`src/sv/hdep_pkg.sv`:
```
// ----------------------------------------------------------------------------
// HTTP date parser package
// Shared types and constants for the date parser front end and converter.
// ----------------------------------------------------------------------------
package hdep_pkg;

    localparam int EPOCH_W = 39;

    // parsed fields handed from the scanner to the converter
    typedef struct packed {
        logic       bad;
        logic [6:0] day;
        logic [3:0] month;
        logic [13:0] year;
        logic [6:0] hour;
        logic [6:0] minute;
        logic [6:0] second;
    } t_fields;

    typedef logic signed [EPOCH_W-1:0] t_epoch;

    localparam logic [5:0] PH_WDAY = 6'd0;
    localparam logic [5:0] PH_SKIP = 6'd1;
    localparam logic [5:0] PH_D1   = 6'd2;
    localparam logic [5:0] PH_D2   = 6'd3;
    localparam logic [5:0] PH_DSEP = 6'd4;
    localparam logic [5:0] PH_M0   = 6'd5;
    localparam logic [5:0] PH_M1   = 6'd6;
    localparam logic [5:0] PH_M2   = 6'd7;
    localparam logic [5:0] PH_MSEP = 6'd8;
    localparam logic [5:0] PH_Y4A  = 6'd9;
    localparam logic [5:0] PH_Y4B  = 6'd10;
    localparam logic [5:0] PH_Y4C  = 6'd11;
    localparam logic [5:0] PH_Y4D  = 6'd12;
    localparam logic [5:0] PH_Y2A  = 6'd13;
    localparam logic [5:0] PH_Y2B  = 6'd14;
    localparam logic [5:0] PH_ISP  = 6'd15;
    localparam logic [5:0] PH_ID1  = 6'd16;
    localparam logic [5:0] PH_ID2  = 6'd17;
    localparam logic [5:0] PH_TSEP = 6'd18;
    localparam logic [5:0] PH_H1   = 6'd19;
    localparam logic [5:0] PH_H2   = 6'd20;
    localparam logic [5:0] PH_C1   = 6'd21;
    localparam logic [5:0] PH_MI1  = 6'd22;
    localparam logic [5:0] PH_MI2  = 6'd23;
    localparam logic [5:0] PH_C2   = 6'd24;
    localparam logic [5:0] PH_S1   = 6'd25;
    localparam logic [5:0] PH_S2   = 6'd26;
    localparam logic [5:0] PH_YSEP = 6'd27;
    localparam logic [5:0] PH_IYA  = 6'd28;
    localparam logic [5:0] PH_IYB  = 6'd29;
    localparam logic [5:0] PH_IYC  = 6'd30;
    localparam logic [5:0] PH_IYD  = 6'd31;
    localparam logic [5:0] PH_DONE = 6'd32;

    localparam logic [1:0] FMT_NONE    = 2'd0;
    localparam logic [1:0] FMT_RFC1123 = 2'd1;
    localparam logic [1:0] FMT_RFC850  = 2'd2;
    localparam logic [1:0] FMT_ISOC    = 2'd3;

    function automatic logic [4:0] month_len(input logic [3:0] m);
        case (m)
            4'd1:                      month_len = 5'd28;
            4'd3, 4'd5, 4'd8, 4'd10:   month_len = 5'd30;
            default:                   month_len = 5'd31;
        endcase
    endfunction

endpackage

```
`src/sv/hdep_if.sv`:
```
// ----------------------------------------------------------------------------
// HTTP date parser channels
// Valid/ready channels for bytes, results and the configuration register.
// ----------------------------------------------------------------------------
interface hdep_in_if;
    logic       valid;
    logic       ready;
    logic [7:0] char_in;
    logic       is_last;
    modport source (output valid, output char_in, output is_last, input ready);
    modport sink   (input valid, input char_in, input is_last, output ready);
endinterface

interface hdep_out_if;
    logic              valid;
    logic              ready;
    logic signed [38:0] epoch_seconds;
    logic              failed;
    modport source (output valid, output epoch_seconds, output failed, input ready);
    modport sink   (input valid, input epoch_seconds, input failed, output ready);
endinterface

interface hdep_cfg_if;
    logic valid;
    logic ready;
    logic limit_year_2038;
    modport source (output valid, output limit_year_2038, input ready);
    modport sink   (input valid, input limit_year_2038, output ready);
endinterface

```
`src/sv/http_date_to_epoch_parser.sv`:
```
// ----------------------------------------------------------------------------
// HTTP date to epoch parser
// Parses an HTTP date byte stream into Unix seconds or a failure flag.
// ----------------------------------------------------------------------------
// Usage:
//   in_ch  : one string byte per word, is_last on the final byte.
//   out_ch : one word per string: epoch_seconds (signed 39 bit) and failed.
//   cfg_ch : limit_year_2038; write only while the block is idle.
// Throughput: one byte per cycle. The scanner takes a byte every cycle
//   while the field queue has room; the converter pipeline takes one
//   string per cycle while the receiver does not stall it.
// Path: the last byte's fields are written to the queue, then pass
//   through four converter stages to out_ch.
// Reset clears the scanner, queue and pipeline and sets the limit to 0.
// When the receiver stalls, the converter holds its stages; the queue
//   fills and in_ch.ready drops whenever the queue is full.
// ----------------------------------------------------------------------------
module http_date_to_epoch_parser #(
    parameter int QUEUE_DEPTH = 4
) (
    input  logic i_clk,
    input  logic i_rst_n,
    hdep_in_if.sink    in_ch,
    hdep_out_if.source out_ch,
    hdep_cfg_if.sink   cfg_ch
);
    import hdep_pkg::*;

    logic    r_limit;
    logic    push, full, q_valid, q_pop, conv_ready, scan_valid;
    t_fields scan_fields, q_fields;

    assign cfg_ch.ready = 1'b1;
    always_ff @(posedge i_clk) begin
        if (!i_rst_n) r_limit <= 1'b0;
        else if (cfg_ch.valid) r_limit <= cfg_ch.limit_year_2038;
    end

    assign in_ch.ready = !full;
    assign scan_valid  = in_ch.valid && !full;

    hdep_scan u_scan (
        .i_clk(i_clk), .i_rst_n(i_rst_n), .i_valid(scan_valid),
        .i_char(in_ch.char_in), .i_last(in_ch.is_last),
        .o_push(push), .o_fields(scan_fields)
    );

    hdep_fifo #(.DEPTH(QUEUE_DEPTH)) u_fifo (
        .i_clk(i_clk), .i_rst_n(i_rst_n), .i_push(push), .i_data(scan_fields),
        .o_full(full), .o_valid(q_valid), .i_pop(q_pop), .o_data(q_fields)
    );

    assign q_pop = q_valid && conv_ready;

    hdep_conv u_conv (
        .i_clk(i_clk), .i_rst_n(i_rst_n), .i_limit(r_limit),
        .i_valid(q_valid), .o_ready(conv_ready), .i_fields(q_fields),
        .o_valid(out_ch.valid), .i_ready(out_ch.ready),
        .o_epoch(out_ch.epoch_seconds), .o_failed(out_ch.failed)
    );

    a_no_push_full: assert property (@(posedge i_clk) disable iff (!i_rst_n)
        !(push && full)) else $error("push into full queue");
    a_cfg_kept: assert property (@(posedge i_clk) disable iff (!i_rst_n)
        !cfg_ch.valid |=> $stable(r_limit)) else $error("limit changed");
endmodule

```
`src/sv/hdep_scan.sv`:
```
// ----------------------------------------------------------------------------
// HTTP date scanner
// Walks the date grammar one byte per cycle while i_valid is high, and
// emits the parsed fields on the last byte.
// ----------------------------------------------------------------------------
module hdep_scan (
    input  logic             i_clk,
    input  logic             i_rst_n,
    input  logic             i_valid,
    input  logic [7:0]       i_char,
    input  logic             i_last,
    output logic             o_push,
    output hdep_pkg::t_fields o_fields
);
    import hdep_pkg::*;

    logic [5:0]  r_phase, n_phase;
    logic [1:0]  r_fmt, n_fmt;
    logic [6:0]  r_day, n_day, r_hour, n_hour, r_min, n_min, r_sec, n_sec;
    logic [3:0]  r_mon, n_mon;
    logic [13:0] r_year, n_year;
    logic [7:0]  r_l0, n_l0, r_l1, n_l1;
    logic        r_err, n_err;
    logic        is_dig;
    logic [3:0]  dig;
    logic [5:0]  ph;

    assign is_dig = (i_char >= 8'h30) && (i_char <= 8'h39);
    assign dig    = i_char[3:0];

    function automatic logic [6:0] acc7(input logic [6:0] v, input logic [3:0] d);
        acc7 = 7'((v * 7'd10) + 7'(d));
    endfunction

    function automatic logic [13:0] acc14(input logic [13:0] v, input logic [3:0] d);
        acc14 = 14'((v * 14'd10) + 14'(d));
    endfunction

    always_comb begin
        n_phase = r_phase; n_fmt = r_fmt; n_day = r_day; n_mon = r_mon;
        n_year = r_year; n_hour = r_hour; n_min = r_min; n_sec = r_sec;
        n_l0 = r_l0; n_l1 = r_l1; n_err = r_err;
        // skip states that re-dispatch the same byte are folded in here
        ph = r_phase;
        if (r_phase == PH_SKIP && i_char != 8'h20)
            ph = (r_fmt == FMT_ISOC) ? PH_M0 : PH_D1;
        else if (r_phase == PH_ISP && i_char != 8'h20)
            ph = PH_ID1;
        if (!r_err) begin
            case (ph)
                PH_WDAY: begin
                    if (i_char == 8'h2c) begin
                        n_fmt = FMT_NONE; n_phase = PH_SKIP;
                    end else if (i_char == 8'h20) begin
                        n_fmt = FMT_ISOC; n_phase = PH_SKIP;
                    end
                end
                PH_SKIP: n_phase = PH_SKIP;
                PH_D1, PH_ID1: begin
                    if (!is_dig) n_err = 1'b1;
                    else begin
                        n_day = 7'(dig);
                        n_phase = (ph == PH_D1) ? PH_D2 : PH_ID2;
                    end
                end
                PH_D2: begin
                    if (!is_dig) n_err = 1'b1;
                    else begin n_day = acc7(r_day, dig); n_phase = PH_DSEP; end
                end
                PH_DSEP: begin
                    if (i_char == 8'h20) begin
                        n_fmt = FMT_RFC1123; n_phase = PH_M0;
                    end else if (i_char == 8'h2d) begin
                        n_fmt = FMT_RFC850; n_phase = PH_M0;
                    end else n_err = 1'b1;
                end
                PH_M0: begin n_l0 = i_char; n_l1 = 8'h00; n_phase = PH_M1; end
                PH_M1: begin n_l1 = i_char; n_phase = PH_M2; end
                PH_M2: begin
                    n_phase = PH_MSEP;
                    case (r_l0)
                        8'h4a: n_mon = (r_l1 == 8'h61) ? 4'd0 :
                                       (i_char == 8'h6e) ? 4'd5 : 4'd6;
                        8'h46: n_mon = 4'd1;
                        8'h4d: n_mon = (i_char == 8'h72) ? 4'd2 : 4'd4;
                        8'h41: n_mon = (r_l1 == 8'h70) ? 4'd3 : 4'd7;
                        8'h53: n_mon = 4'd8;
                        8'h4f: n_mon = 4'd9;
                        8'h4e: n_mon = 4'd10;
                        8'h44: n_mon = 4'd11;
                        default: begin n_err = 1'b1; n_phase = PH_M2; end
                    endcase
                end
                PH_MSEP: begin
                    if (r_fmt == FMT_RFC1123) begin
                        if (i_char != 8'h20) n_err = 1'b1; else n_phase = PH_Y4A;
                    end else if (r_fmt == FMT_RFC850) begin
                        if (i_char != 8'h2d) n_err = 1'b1; else n_phase = PH_Y2A;
                    end else n_phase = PH_ISP;
                end
                PH_Y4A, PH_Y4B, PH_Y4C, PH_Y4D, PH_Y2A, PH_IYA, PH_IYB, PH_IYC,
                PH_IYD: begin
                    if (!is_dig) n_err = 1'b1;
                    else begin
                        n_year = acc14(r_year, dig);
                        case (ph)
                            PH_Y4D:  n_phase = PH_TSEP;
                            PH_Y2A:  n_phase = PH_Y2B;
                            PH_IYD:  n_phase = PH_DONE;
                            default: n_phase = ph + 6'd1;
                        endcase
                    end
                end
                PH_Y2B: begin
                    if (!is_dig) n_err = 1'b1;
                    else begin
                        n_year = acc14(r_year, dig);
                        n_year = n_year + ((n_year < 14'd70) ? 14'd2000 : 14'd1900);
                        n_phase = PH_TSEP;
                    end
                end
                PH_ISP: n_phase = PH_ID1;
                PH_ID2: begin
                    if (i_char == 8'h20) n_phase = PH_H1;
                    else if (!is_dig) n_err = 1'b1;
                    else begin n_day = acc7(r_day, dig); n_phase = PH_TSEP; end
                end
                PH_TSEP: if (i_char != 8'h20) n_err = 1'b1; else n_phase = PH_H1;
                PH_C1:   if (i_char != 8'h3a) n_err = 1'b1; else n_phase = PH_MI1;
                PH_C2:   if (i_char != 8'h3a) n_err = 1'b1; else n_phase = PH_S1;
                PH_H1, PH_H2: begin
                    if (!is_dig) n_err = 1'b1;
                    else begin
                        n_hour = acc7(r_hour, dig);
                        n_phase = (ph == PH_H1) ? PH_H2 : PH_C1;
                    end
                end
                PH_MI1, PH_MI2: begin
                    if (!is_dig) n_err = 1'b1;
                    else begin
                        n_min = acc7(r_min, dig);
                        n_phase = (ph == PH_MI1) ? PH_MI2 : PH_C2;
                    end
                end
                PH_S1: begin
                    if (!is_dig) n_err = 1'b1;
                    else begin n_sec = acc7(r_sec, dig); n_phase = PH_S2; end
                end
                PH_S2: begin
                    if (!is_dig) n_err = 1'b1;
                    else begin
                        n_sec = acc7(r_sec, dig);
                        n_phase = (r_fmt == FMT_ISOC) ? PH_YSEP : PH_DONE;
                    end
                end
                PH_YSEP: begin
                    if (i_char != 8'h20) n_err = 1'b1;
                    else begin n_year = '0; n_phase = PH_IYA; end
                end
                default: ;
            endcase
        end
    end

    assign o_push = i_valid && i_last;
    always_comb begin
        o_fields.bad    = n_err || (n_phase != PH_DONE);
        o_fields.day    = n_day;
        o_fields.month  = n_mon;
        o_fields.year   = n_year;
        o_fields.hour   = n_hour;
        o_fields.minute = n_min;
        o_fields.second = n_sec;
    end

    always_ff @(posedge i_clk) begin
        if (!i_rst_n || (i_valid && i_last)) begin
            r_phase <= PH_WDAY; r_fmt <= FMT_NONE; r_day <= '0; r_mon <= '0;
            r_year <= '0; r_hour <= '0; r_min <= '0; r_sec <= '0;
            r_l0 <= '0; r_l1 <= '0; r_err <= 1'b0;
        end else if (i_valid) begin
            r_phase <= n_phase; r_fmt <= n_fmt; r_day <= n_day; r_mon <= n_mon;
            r_year <= n_year; r_hour <= n_hour; r_min <= n_min; r_sec <= n_sec;
            r_l0 <= n_l0; r_l1 <= n_l1; r_err <= n_err;
        end
    end

    a_phase_range: assert property (@(posedge i_clk) disable iff (!i_rst_n)
        r_phase <= PH_DONE) else $error("phase out of range");
    a_reset_after_last: assert property (@(posedge i_clk) disable iff (!i_rst_n)
        (i_valid && i_last) |=> (r_phase == PH_WDAY && !r_err)) else $error("no clear");
    a_err_sticky: assert property (@(posedge i_clk) disable iff (!i_rst_n)
        (r_err && !(i_valid && i_last)) |=> r_err) else $error("error dropped");
endmodule

```
`src/sv/hdep_fifo.sv`:
```
// ----------------------------------------------------------------------------
// HTTP date field queue
// Small register queue between the scanner and the converter.
// ----------------------------------------------------------------------------
module hdep_fifo #(
    parameter int DEPTH = 4
) (
    input  logic              i_clk,
    input  logic              i_rst_n,
    input  logic              i_push,
    input  hdep_pkg::t_fields i_data,
    output logic              o_full,
    output logic              o_valid,
    input  logic              i_pop,
    output hdep_pkg::t_fields o_data
);
    import hdep_pkg::*;
    localparam int AW = (DEPTH > 1) ? $clog2(DEPTH) : 1;

    t_fields        r_mem [DEPTH];
    logic [AW-1:0]  r_wp, r_rp;
    logic [AW:0]    r_cnt;

    assign o_full  = (r_cnt == (AW+1)'(DEPTH));
    assign o_valid = (r_cnt != '0);
    assign o_data  = r_mem[r_rp];

    always_ff @(posedge i_clk) begin
        if (i_push) r_mem[r_wp] <= i_data;
    end

    always_ff @(posedge i_clk) begin
        if (!i_rst_n) begin
            r_wp <= '0; r_rp <= '0; r_cnt <= '0;
        end else begin
            if (i_push) r_wp <= (r_wp == AW'(DEPTH-1)) ? '0 : r_wp + 1'b1;
            if (i_pop)  r_rp <= (r_rp == AW'(DEPTH-1)) ? '0 : r_rp + 1'b1;
            r_cnt <= r_cnt + (AW+1)'(i_push) - (AW+1)'(i_pop);
        end
    end

    a_no_overflow: assert property (@(posedge i_clk) disable iff (!i_rst_n)
        !(i_push && o_full)) else $error("queue overflow");
    a_no_underflow: assert property (@(posedge i_clk) disable iff (!i_rst_n)
        !(i_pop && !o_valid)) else $error("queue underflow");
    a_count_range: assert property (@(posedge i_clk) disable iff (!i_rst_n)
        r_cnt <= (AW+1)'(DEPTH)) else $error("count range");
endmodule

```
`src/sv/hdep_conv.sv`:
```
// ----------------------------------------------------------------------------
// HTTP date converter
// Range checks the fields and turns them into epoch seconds in a pipeline.
// ----------------------------------------------------------------------------
module hdep_conv (
    input  logic              i_clk,
    input  logic              i_rst_n,
    input  logic              i_limit,
    input  logic              i_valid,
    output logic              o_ready,
    input  hdep_pkg::t_fields i_fields,
    output logic              o_valid,
    input  logic              i_ready,
    output hdep_pkg::t_epoch  o_epoch,
    output logic              o_failed
);
    import hdep_pkg::*;

    // stage 1: checks, shifted year/month, quotient terms
    logic        s1_bad;
    logic signed [15:0] y1;
    logic [3:0]  m1;
    logic        leap;
    logic [13:0] yr;

    // stage registers
    logic        r1_v, r2_v, r3_v, r_ov;
    logic        r1_bad, r2_bad, r3_bad;
    logic signed [22:0] r1_yd;      // 365*y + leap terms
    logic [8:0]  r1_md;             // (367*m)/12
    logic [6:0]  r1_day, r2_hh, r1_hh, r1_mi, r1_ss, r2_mi, r2_ss;
    logic signed [22:0] r2_days;
    logic signed [38:0] r3_dsec;
    logic [16:0] r3_tsec;
    logic        adv;

    logic signed [15:0] yp;
    logic [15:0] q4, q100, q400;
    // divide by 100 as multiply by ceil(2^20/100), exact below 2^14
    logic [27:0] yr_prod, yp_prod;
    logic [7:0]  yr_q100;

    // (367*m)/12 for the March-based month
    function automatic logic [8:0] cum_days(input logic [3:0] m);
        case (m)
            4'd1:    cum_days = 9'd30;
            4'd2:    cum_days = 9'd61;
            4'd3:    cum_days = 9'd91;
            4'd4:    cum_days = 9'd122;
            4'd5:    cum_days = 9'd152;
            4'd6:    cum_days = 9'd183;
            4'd7:    cum_days = 9'd214;
            4'd8:    cum_days = 9'd244;
            4'd9:    cum_days = 9'd275;
            4'd10:   cum_days = 9'd305;
            4'd11:   cum_days = 9'd336;
            4'd12:   cum_days = 9'd367;
            default: cum_days = 9'd0;
        endcase
    endfunction

    assign yr = i_fields.year;
    always_comb begin
        yr_prod = 28'(yr) * 28'd10486;
        yr_q100 = yr_prod[27:20];
        leap = (yr[1:0] == 2'b00)
            && !((yr == 14'(yr_q100 * 14'd100)) && (yr_q100[1:0] != 2'b00));
        s1_bad = i_fields.bad || i_fields.hour > 7'd23 || i_fields.minute > 7'd59
              || i_fields.second > 7'd59 || i_fields.month > 4'd11;
        if (i_fields.day == 7'd29 && i_fields.month == 4'd1) begin
            if (!leap) s1_bad = 1'b1;
        end else if (i_fields.day > 7'(month_len(i_fields.month))) begin
            s1_bad = 1'b1;
        end
        if (i_limit && yr >= 14'd2038) s1_bad = 1'b1;
        if (i_fields.month <= 4'd1) begin
            m1 = i_fields.month + 4'd11; y1 = $signed(16'(yr)) - 16'sd1;
        end else begin
            m1 = i_fields.month - 4'd1; y1 = $signed(16'(yr));
        end
        yp      = y1 + 16'sd400;        // always positive
        q4      = 16'($unsigned(yp)) >> 2;
        yp_prod = 28'($unsigned(yp)) * 28'd10486;
        q100    = 16'(yp_prod[27:20]);
        q400    = q100 >> 2;
    end

    assign adv     = !r_ov || i_ready;
    assign o_ready = adv;
    assign o_valid = r_ov;

    always_ff @(posedge i_clk) begin
        if (adv) begin
            r1_bad <= s1_bad;
            r1_yd  <= 23'(y1 * 23'sd365) + 23'($signed({1'b0, q4}))
                    - 23'($signed({1'b0, q100})) + 23'($signed({1'b0, q400})) - 23'sd97;
            r1_md  <= cum_days(m1);
            r1_day <= i_fields.day; r1_hh <= i_fields.hour;
            r1_mi  <= i_fields.minute; r1_ss <= i_fields.second;
            r2_bad <= r1_bad;
            r2_days <= r1_yd + 23'($signed({1'b0, r1_md})) + 23'($signed({1'b0, r1_day}))
                     - 23'sd719527 - 23'sd31 + 23'sd59;
            r2_hh <= r1_hh; r2_mi <= r1_mi; r2_ss <= r1_ss;
            r3_bad  <= r2_bad;
            r3_dsec <= 39'(r2_days) * 39'sd86400;
            r3_tsec <= 17'(r2_hh * 17'd3600) + 17'(r2_mi * 17'd60) + 17'(r2_ss);
            o_failed <= r3_bad;
            o_epoch  <= r3_bad ? '0 : r3_dsec + 39'($signed({1'b0, r3_tsec}));
        end
    end

    always_ff @(posedge i_clk) begin
        if (!i_rst_n) begin
            r1_v <= 1'b0; r2_v <= 1'b0; r3_v <= 1'b0; r_ov <= 1'b0;
        end else if (adv) begin
            r1_v <= i_valid; r2_v <= r1_v; r3_v <= r2_v; r_ov <= r3_v;
        end
    end

    a_stall_hold: assert property (@(posedge i_clk) disable iff (!i_rst_n)
        (r_ov && !i_ready) |=> (r_ov && $stable(o_epoch))) else $error("result lost");
    a_fail_zero: assert property (@(posedge i_clk) disable iff (!i_rst_n)
        (r_ov && o_failed) |-> (o_epoch == '0)) else $error("failed not zero");
    a_flow: assert property (@(posedge i_clk) disable iff (!i_rst_n)
        (adv && r3_v) |=> r_ov) else $error("result dropped");
endmodule

```
`src/flat_wrapper.sv`:
```
// flat-port wrapper written by rule: the top's interface ports become plain ports
module http_date_to_epoch_parser_flat import hdep_pkg::*;
#(
    parameter int QUEUE_DEPTH = 4
)
  (i_clk, i_rst_n, in_ch_valid, in_ch_char_in, in_ch_is_last, in_ch_ready, out_ch_valid, out_ch_epoch_seconds, out_ch_failed, out_ch_ready, cfg_ch_valid, cfg_ch_limit_year_2038, cfg_ch_ready);
  hdep_in_if in_ch_i ();
  hdep_out_if out_ch_i ();
  hdep_cfg_if cfg_ch_i ();
  input  logic i_clk;
  input  logic i_rst_n;
  input wire logic [$bits(in_ch_i.valid)-1:0] in_ch_valid;
  input wire logic [$bits(in_ch_i.char_in)-1:0] in_ch_char_in;
  input wire logic [$bits(in_ch_i.is_last)-1:0] in_ch_is_last;
  output wire logic [$bits(in_ch_i.ready)-1:0] in_ch_ready;
  output wire logic [$bits(out_ch_i.valid)-1:0] out_ch_valid;
  output wire logic [$bits(out_ch_i.epoch_seconds)-1:0] out_ch_epoch_seconds;
  output wire logic [$bits(out_ch_i.failed)-1:0] out_ch_failed;
  input wire logic [$bits(out_ch_i.ready)-1:0] out_ch_ready;
  input wire logic [$bits(cfg_ch_i.valid)-1:0] cfg_ch_valid;
  input wire logic [$bits(cfg_ch_i.limit_year_2038)-1:0] cfg_ch_limit_year_2038;
  output wire logic [$bits(cfg_ch_i.ready)-1:0] cfg_ch_ready;
  assign in_ch_i.valid = in_ch_valid;
  assign in_ch_i.char_in = in_ch_char_in;
  assign in_ch_i.is_last = in_ch_is_last;
  assign in_ch_ready = in_ch_i.ready;
  assign out_ch_valid = out_ch_i.valid;
  assign out_ch_epoch_seconds = out_ch_i.epoch_seconds;
  assign out_ch_failed = out_ch_i.failed;
  assign out_ch_i.ready = out_ch_ready;
  assign cfg_ch_i.valid = cfg_ch_valid;
  assign cfg_ch_i.limit_year_2038 = cfg_ch_limit_year_2038;
  assign cfg_ch_ready = cfg_ch_i.ready;
  http_date_to_epoch_parser #(.QUEUE_DEPTH(QUEUE_DEPTH)) u_core (.i_clk(i_clk), .i_rst_n(i_rst_n), .in_ch(in_ch_i), .out_ch(out_ch_i), .cfg_ch(cfg_ch_i));
endmodule
```
`config.mk`:
```
export PLATFORM = sky130hd
export DESIGN_NAME = http_date_to_epoch_parser_flat
export DESIGN_NICKNAME = d
export VERILOG_FILES = /design/src/sv/hdep_pkg.sv /design/src/sv/hdep_if.sv /design/src/sv/http_date_to_epoch_parser.sv /design/src/sv/hdep_scan.sv /design/src/sv/hdep_fifo.sv /design/src/sv/hdep_conv.sv /design/src/flat_wrapper.sv
export SDC_FILE = /design/constraint.sdc
export NUM_CORES = 2
export LEC_CHECK = 0
export ABC_AREA = 1
export BUFFER_PORTS_ARGS = -buffer_cell sky130_fd_sc_hd__buf_2
export CORE_AREA = 2 2 250 252
export DETAILED_ROUTE_END_ITERATION = 6
export DIE_AREA = 0 0 252 254
export HOLD_SLACK_MARGIN = 0.03
export PLACE_DENSITY_LB_ADDON = 0.2
export SLEW_MARGIN = 20
export SYNTH_ARGS = -nofsm -noshare
export SYNTH_HDL_FRONTEND = slang
export SYNTH_SLANG_ARGS = --single-unit
export TNS_END_PERCENT = 30
```
`constraint.sdc`:
```
create_clock -name i_clk -period 23.2 [get_ports i_clk]
set_clock_uncertainty 0.05 [all_clocks]
set_input_delay 3.48 -clock i_clk [delete_from_list [all_inputs] [get_ports i_clk]]
set_output_delay 3.48 -clock i_clk [all_outputs]
set_load 0.1 [all_outputs]
```
## Yosys cells after proc, flatten, opt, wreduce, memory -nomap -nowiden

Memory sizes are Yosys's and may differ from the RTL's. A register that Yosys moved wholly into a read port is not among the register bits.
Cells that the tools add are included.

| word-level totals | value |
|---|---|
| memory bits (read-only) | 144 |
| flip-flop bits (word level) | 270 |
| bits in writable memories | 188 |
| output and inout bits | 43 |
| input bits | 15 |
| word-level logic and storage cells | 284 |
| memories kept | 2 |

| operators by class | value |
|---|---|
| multiply operators | 12 |
| reductions and logical operators | 40 |
| bitwise logic cells | 1 |
| $lt $le $gt $ge | 10 |
| mux-type cells | 90 |
| equality and inequality tests | 67 |
| add/sub/neg operators | 27 |

Memory list:

| memory | words | width | rd ports | clocked after memory_dff | wr ports | RTL line | RTL |
|---|---|---|---|---|---|---|---|
| u_core.u_fifo.r_mem | 4 | 47 | 1 | 1 | 1 | hdep_fifo.sv:20 | `t_fields r_mem [DEPTH];` |
| (name not given) | 16 | 9 | 1 | 1 | 0 | hdep_conv.sv:45 | `case (m)` |

Operator list:

| kind | number |
|---|---|
| 6-bit two-way mux | 25 |
| 6-bit case mux with 21 select lines | 1 |
| 6-bit by 5-bit == test with 1-bit output, second input constant | 16 |
| 8-bit by 7-bit == test with 1-bit output, second input constant | 12 |
| 7-bit two-way mux | 13 |
| 14-bit two-way mux | 4 |
| 6-bit by 4-bit == test with 1-bit output, second input constant | 9 |
| 14-bit case mux with 3 select lines | 1 |
| 39-bit by 17-bit adder with 39-bit output | 1 |
| 23-bit by 11-bit multiplier with 32-bit output, second input constant | 1 |
| 4-bit case mux with 8 select lines | 1 |
| 7-bit by 4-bit adder with 7-bit output | 4 |
| 7-bit by 3-bit multiplier with 6-bit output, second input constant | 4 |
| 14-bit by 13-bit multiplier with 27-bit output, second input constant | 1 |
| 16-bit by 13-bit multiplier with 27-bit output, second input constant | 1 |
| 6-bit by 3-bit == test with 1-bit output, second input constant | 4 |
| 8-bit by 6-bit == test with 1-bit output, second input constant | 3 |
| 8-bit by 6-bit != test with 1-bit output, second input constant | 3 |
| 23-bit by 10-bit adder with 23-bit output | 1 |
| 23-bit by 15-bit adder with 23-bit output | 1 |
| 23-bit by 7-bit adder with 23-bit output | 1 |
| 23-bit by 7-bit adder with 23-bit output, second input constant | 1 |
| 23-bit by 8-bit adder with 23-bit output | 1 |
| 16-bit by 10-bit multiplier with 23-bit output, second input constant | 1 |
| other kinds (69) | 137 |

## Longest topological paths before layout

| logic depth | value |
|---|---|
| depth after elaboration | 11 |
| depth in mapped cells | 68 |
| depth with buffers taken out | 63 |

## Modules after synthesis

From an unflattened synthesis, not the netlist that was laid out.

| second synthesis, totals | value |
|---|---|
| cell total of the unflattened synthesis | 4960 |
| area, all modules | 44415.1 sq um |

Modules (own cells, without submodules):

| module | cells each | seq. area each (sq um) | times used | area each (sq um) |
|---|---|---|---|---|
| hdep_conv | 3018 | 5965.7 | 1 | 28184.5 |
| hdep_scan | 1322 | 1421.4 | 1 | 8151.6 |
| hdep_fifo | 607 | 5825.6 | 1 | 8007.7 |
| http_date_to_epoch_parser | 13 | 20.0 | 1 | 71.3 |

## Worst setup path before layout

No wires, ideal clock.

| path | value |
|---|---|
| path type | register -> register |
| start point | register with a tool-made name |
| end point | register u_core.u_conv.r1_yd[20], data pin |
| period minus slack after synthesis | 11.851 ns |
| data arrival time | 11.543 ns |
| required time | 22.892 ns |
| setup time | 0.258 ns |
| stages on the path, launching flop included | 61 |
| buffers on the path | 5 |
| setup slack | 11.349 ns |
| cells stage by stage | dfxtp_1 -> buf_4 -> buf_6 -> buf_4 -> buf_2 -> buf_1 -> nand2_1 -> nand3_1 -> nand2_1 -> ha_1 -> nand2_1 -> nand2_1 -> nor2_1 -> xor2_1 -> inv_1 -> ha_1 -> nand2_1 -> nand3b_2 -> (+25 left out) -> fa_1 -> inv_1 -> fa_1 -> ha_1 -> ha_1 -> a21oi_1 -> o21ai_0 -> a21oi_1 -> o21ai_0 -> a21boi_0 -> o21ai_0 -> nand2_1 -> nand2_1 -> nand2_1 -> nand2_1 -> nand3_1 -> nand2_1 -> xor2_1 |

RTL lines:

| element | RTL line | RTL |
|---|---|---|
| end signal: assignment | hdep_conv.sv:95 | `r1_yd <= 23'(y1 * 23'sd365) + 23'($signed({1'b0, q4}))` |
| end: declaration | hdep_conv.sv:29 | `logic signed [22:0] r1_yd;` |

==> results.toml <==
[run_status]
status = "complete, no violations"

[clock_network]
cts_setup_buffers = 0
cts_inserted_buffers = 49
cts_tree = "built"
cts.path.max_buffers = 3
h-tree-depth = 2
cts_hold_buffers = 0
root_buffer = "clkbuf_16"
insertion_delay_ns = 0.62
clock-sinks = 469
clk_pin_slew_ns = 0.06
cts-resized-gates = 0

[place]
place_hpwl_um = 77800
portBuffers = 56
place_congestion = 0.981

[worst_setup_path]
cp_common_cell = "inv_1"
r2r_end = "u_core.u_conv.r1_yd[20]"
endpoint_kind = "flop"
slowest_delay_ns = 0.57
crit_fanout = 41
crit_arrival_ns = 13.78
r2r_slack_ns = 9.71
crit_required_ns = 23.49
ff2ff_path_depth = 55
critPathLaunchType = "flop"
slowest_stage = "xor2_1"
critical_path_class = "flop to flop"

[sta]
finalSetupViolations = 0
min_period_ns = 13.49
slew_headroom_pct = 30.7
tightest_slew_ns = 1.04
max_freq_ghz = 0.0741
slew_violations = 0
fin_crit_sh_pct = 58.2
tns_ns = 0
rsz0062_at_grt = "false"
final_hold_viol_count = 0

[floorplan]
die_area_sq_mm = 0.0640
core-area_sq_mm = 0.0613
die_w_um = 252
initial_core_util_pct = 70.5
num_rows = 91
ios = 58
die_height_um = 254

[logic_synthesis]
syn-instance-count = 4746
synth.avg_cell_area_sq_um = 9.10
ys_ff_latch = 469
ys_seq_area_share_pct = 30.6
synth_top_area_share_pct = 26.7
yosys.area.top_type = "edfxtp_1"
ys_top_cells_by_area = "edfxtp_1, ha_1, fa_1, inv_1, nand2_1"
yosysWarnings = 0
synth_nets = 5698
asyncSetResetFlopFracSynth_pct = 0
synthFlopType = "edfxtp_1"
ys_types = 68
synth-edff-count = 384
netlist_area_sq_mm = 0.0432

[global_routing]
grt_pass1_wl_um = 160000
grt_overflow = 0
grt_pass1_vias = 32000
grt_max_degree = 117
antenna_found_initial = 0
grt_usage_pct = 31.5

[route]
viasPerCell = 5.71
firstDrtPassIters = 5
wl_per_cell_um = 17.5
drt_drc_violations_left = 0
ant_nets = 0
drt-total-wl_um = 98600
first_iter_violations = 2136
vias = 32200

[job]
maxCapViolations = 0

[worst_hold_path]
hold_path_class = "flop to flop"
min-delay-start = "u_core.u_conv.r1_mi[2]"
worstHoldEndpoint = "u_core.u_conv.r2_mi[2]"
worstHoldPathCells = 0

[layout]
fill_cells = 4418
fin_nets = 5750
drive_gt1_share_pct = 5.73
area_growth_pct = 6.36
==> per-layer routing <==
| metal | GRT usage (%) | vias to the layer above | wire, um |
|---|---|---|---|
| met5 | 0 | - | 0 |
| met4 | 13.7 | 0 | 4170 |
| met3 | 3.44 | 220 | 5670 |
| met2 | 53.8 | 1046 | 47800 |
| met1 | 40.8 | 15300 | 41000 |
| li1 | - | 15600 | - |
==> worst max-delay path, delay by kind of cell (launching register included) <==
kind                     cells  cell delay, ns
adder cells (fa/ha/maj)     14            5.65
flip-flops                   1            0.31
AND/OR/NAND/NOR             16            2.15
buffers and inverters       11            1.51
AO/OA/AOI/OAI               10            2.26
XOR/XNOR                     4            1.20
==> cells in the final DEF (no fill, tap or decap), types with 49 or more instances in the layout <==
cell type	netlist	routed
nand3_1	197	197
a21oi_1	270	270
nor2_1	309	305
clkbuf_16	0	49
fa_1	321	321
buf_2	19	56
nand2_1	655	655
dfxtp_1	85	84
o21ai_0	239	239
inv_1	977	976
xor2_1	125	125
edfxtp_1	384	384
ha_1	616	616
xnor2_1	71	71
==> registers in the layout, indices dropped and copies added (netlist names), 8 cells and up, named ones only <==
| name | count |
|---|---|
| u_core.u_conv.r1_md | 9 |
| u_core.u_conv.o_epoch | 39 |
| u_core.u_conv.r1_yd | 23 |
| u_core.u_conv.r3_dsec | 32 |
| u_core.u_conv.r3_tsec | 17 |
| u_core.u_scan.r_year | 14 |
| u_core.u_scan.r_l0 | 8 |
| u_core.u_fifo.r_mem | 188 |
| u_core.u_scan.r_l1 | 8 |
| u_core.u_conv.r2_days | 23 |
==> synth_stat cells (all sizes together), types with 17 or more instances <==
cell type / instances
inv: 1002
or2: 22
xnor2: 71
edfxtp: 384
fa: 321
nand2: 684
buf: 37
ha: 616
o22ai: 29
o21bai: 17
nand3: 203
xor2: 131
a21oi: 272
o21ai: 279
nor2: 331
dfxtp: 85
nor3: 40
nand4: 47
a31oi: 18
clkbuf: 40
==> layout make-up <==
cell class | count | area, sq um | area share [%]
Timing Repair Buffer | 78 | 445 | 0.970
Multi-Input combinational cell | 3195 | 25800 | 56.3
Inverter | 1005 | 3780 | 8.23
Clock inverter | 32 | 369 | 0.803
Sequential cell | 469 | 13200 | 28.8
Clock buffer | 59 | 1270 | 2.77
Tap cell | 790 | 988 | 2.15
Antenna cell | 1 | 2.50 | 0.00545
==> worst max path at each step <==
stage | depth (start not counted) | start | slack [ns] | to
floorplan | 60 | flop | 11.35 | u_core.u_conv.r1_yd[20]
global placement | 57 | flop | 10.23 | u_core.u_conv.r1_yd[20]
detailed placement | 57 | flop | 9.88 | u_core.u_conv.r1_yd[20]
CTS | 57 | flop | 9.83 | u_core.u_conv.r1_yd[20]
global route | 57 | flop | 8.71 | u_core.u_conv.r1_yd[20]
finish | 55 | flop | 9.71 | u_core.u_conv.r1_yd[20]
==> cell families after synthesis <==
group	after synthesis	share of synthesized area, %
other	1	0.00868
multiplexers	2	0.0492
adder cells (fa/ha/maj)	937	32.7
buffers and inverters	1082	9.60
AO/OA/AOI/OAI	708	9.18
flip-flops	469	30.6
XOR/XNOR	202	4.25
AND/OR/NAND/NOR	1345	13.6
==> per-stage QoR <==
step / instances / worst slack [ns] / utilization [%] / hold WS [ns] / cell area, sq um
floorplan: 4746 / 11.35 / - / 0.350 / 43200
global placement: 5537 / 10.23 / 72.3 / 0.351 / 44300
detailed placement: 5537 / 9.88 / 72.3 / 0.355 / 44300
CTS: 5628 / 9.83 / 75.0 / 0.359 / 45900
global route: 5628 / 8.71 / 75.0 / 0.361 / 45900
finish: 5629 / 9.71 / 75.0 / 0.364 / 45900
Power is left out: the tool's default activity adds up to more than one toggle a clock period on the data nets, which glitch-free logic cannot reach.
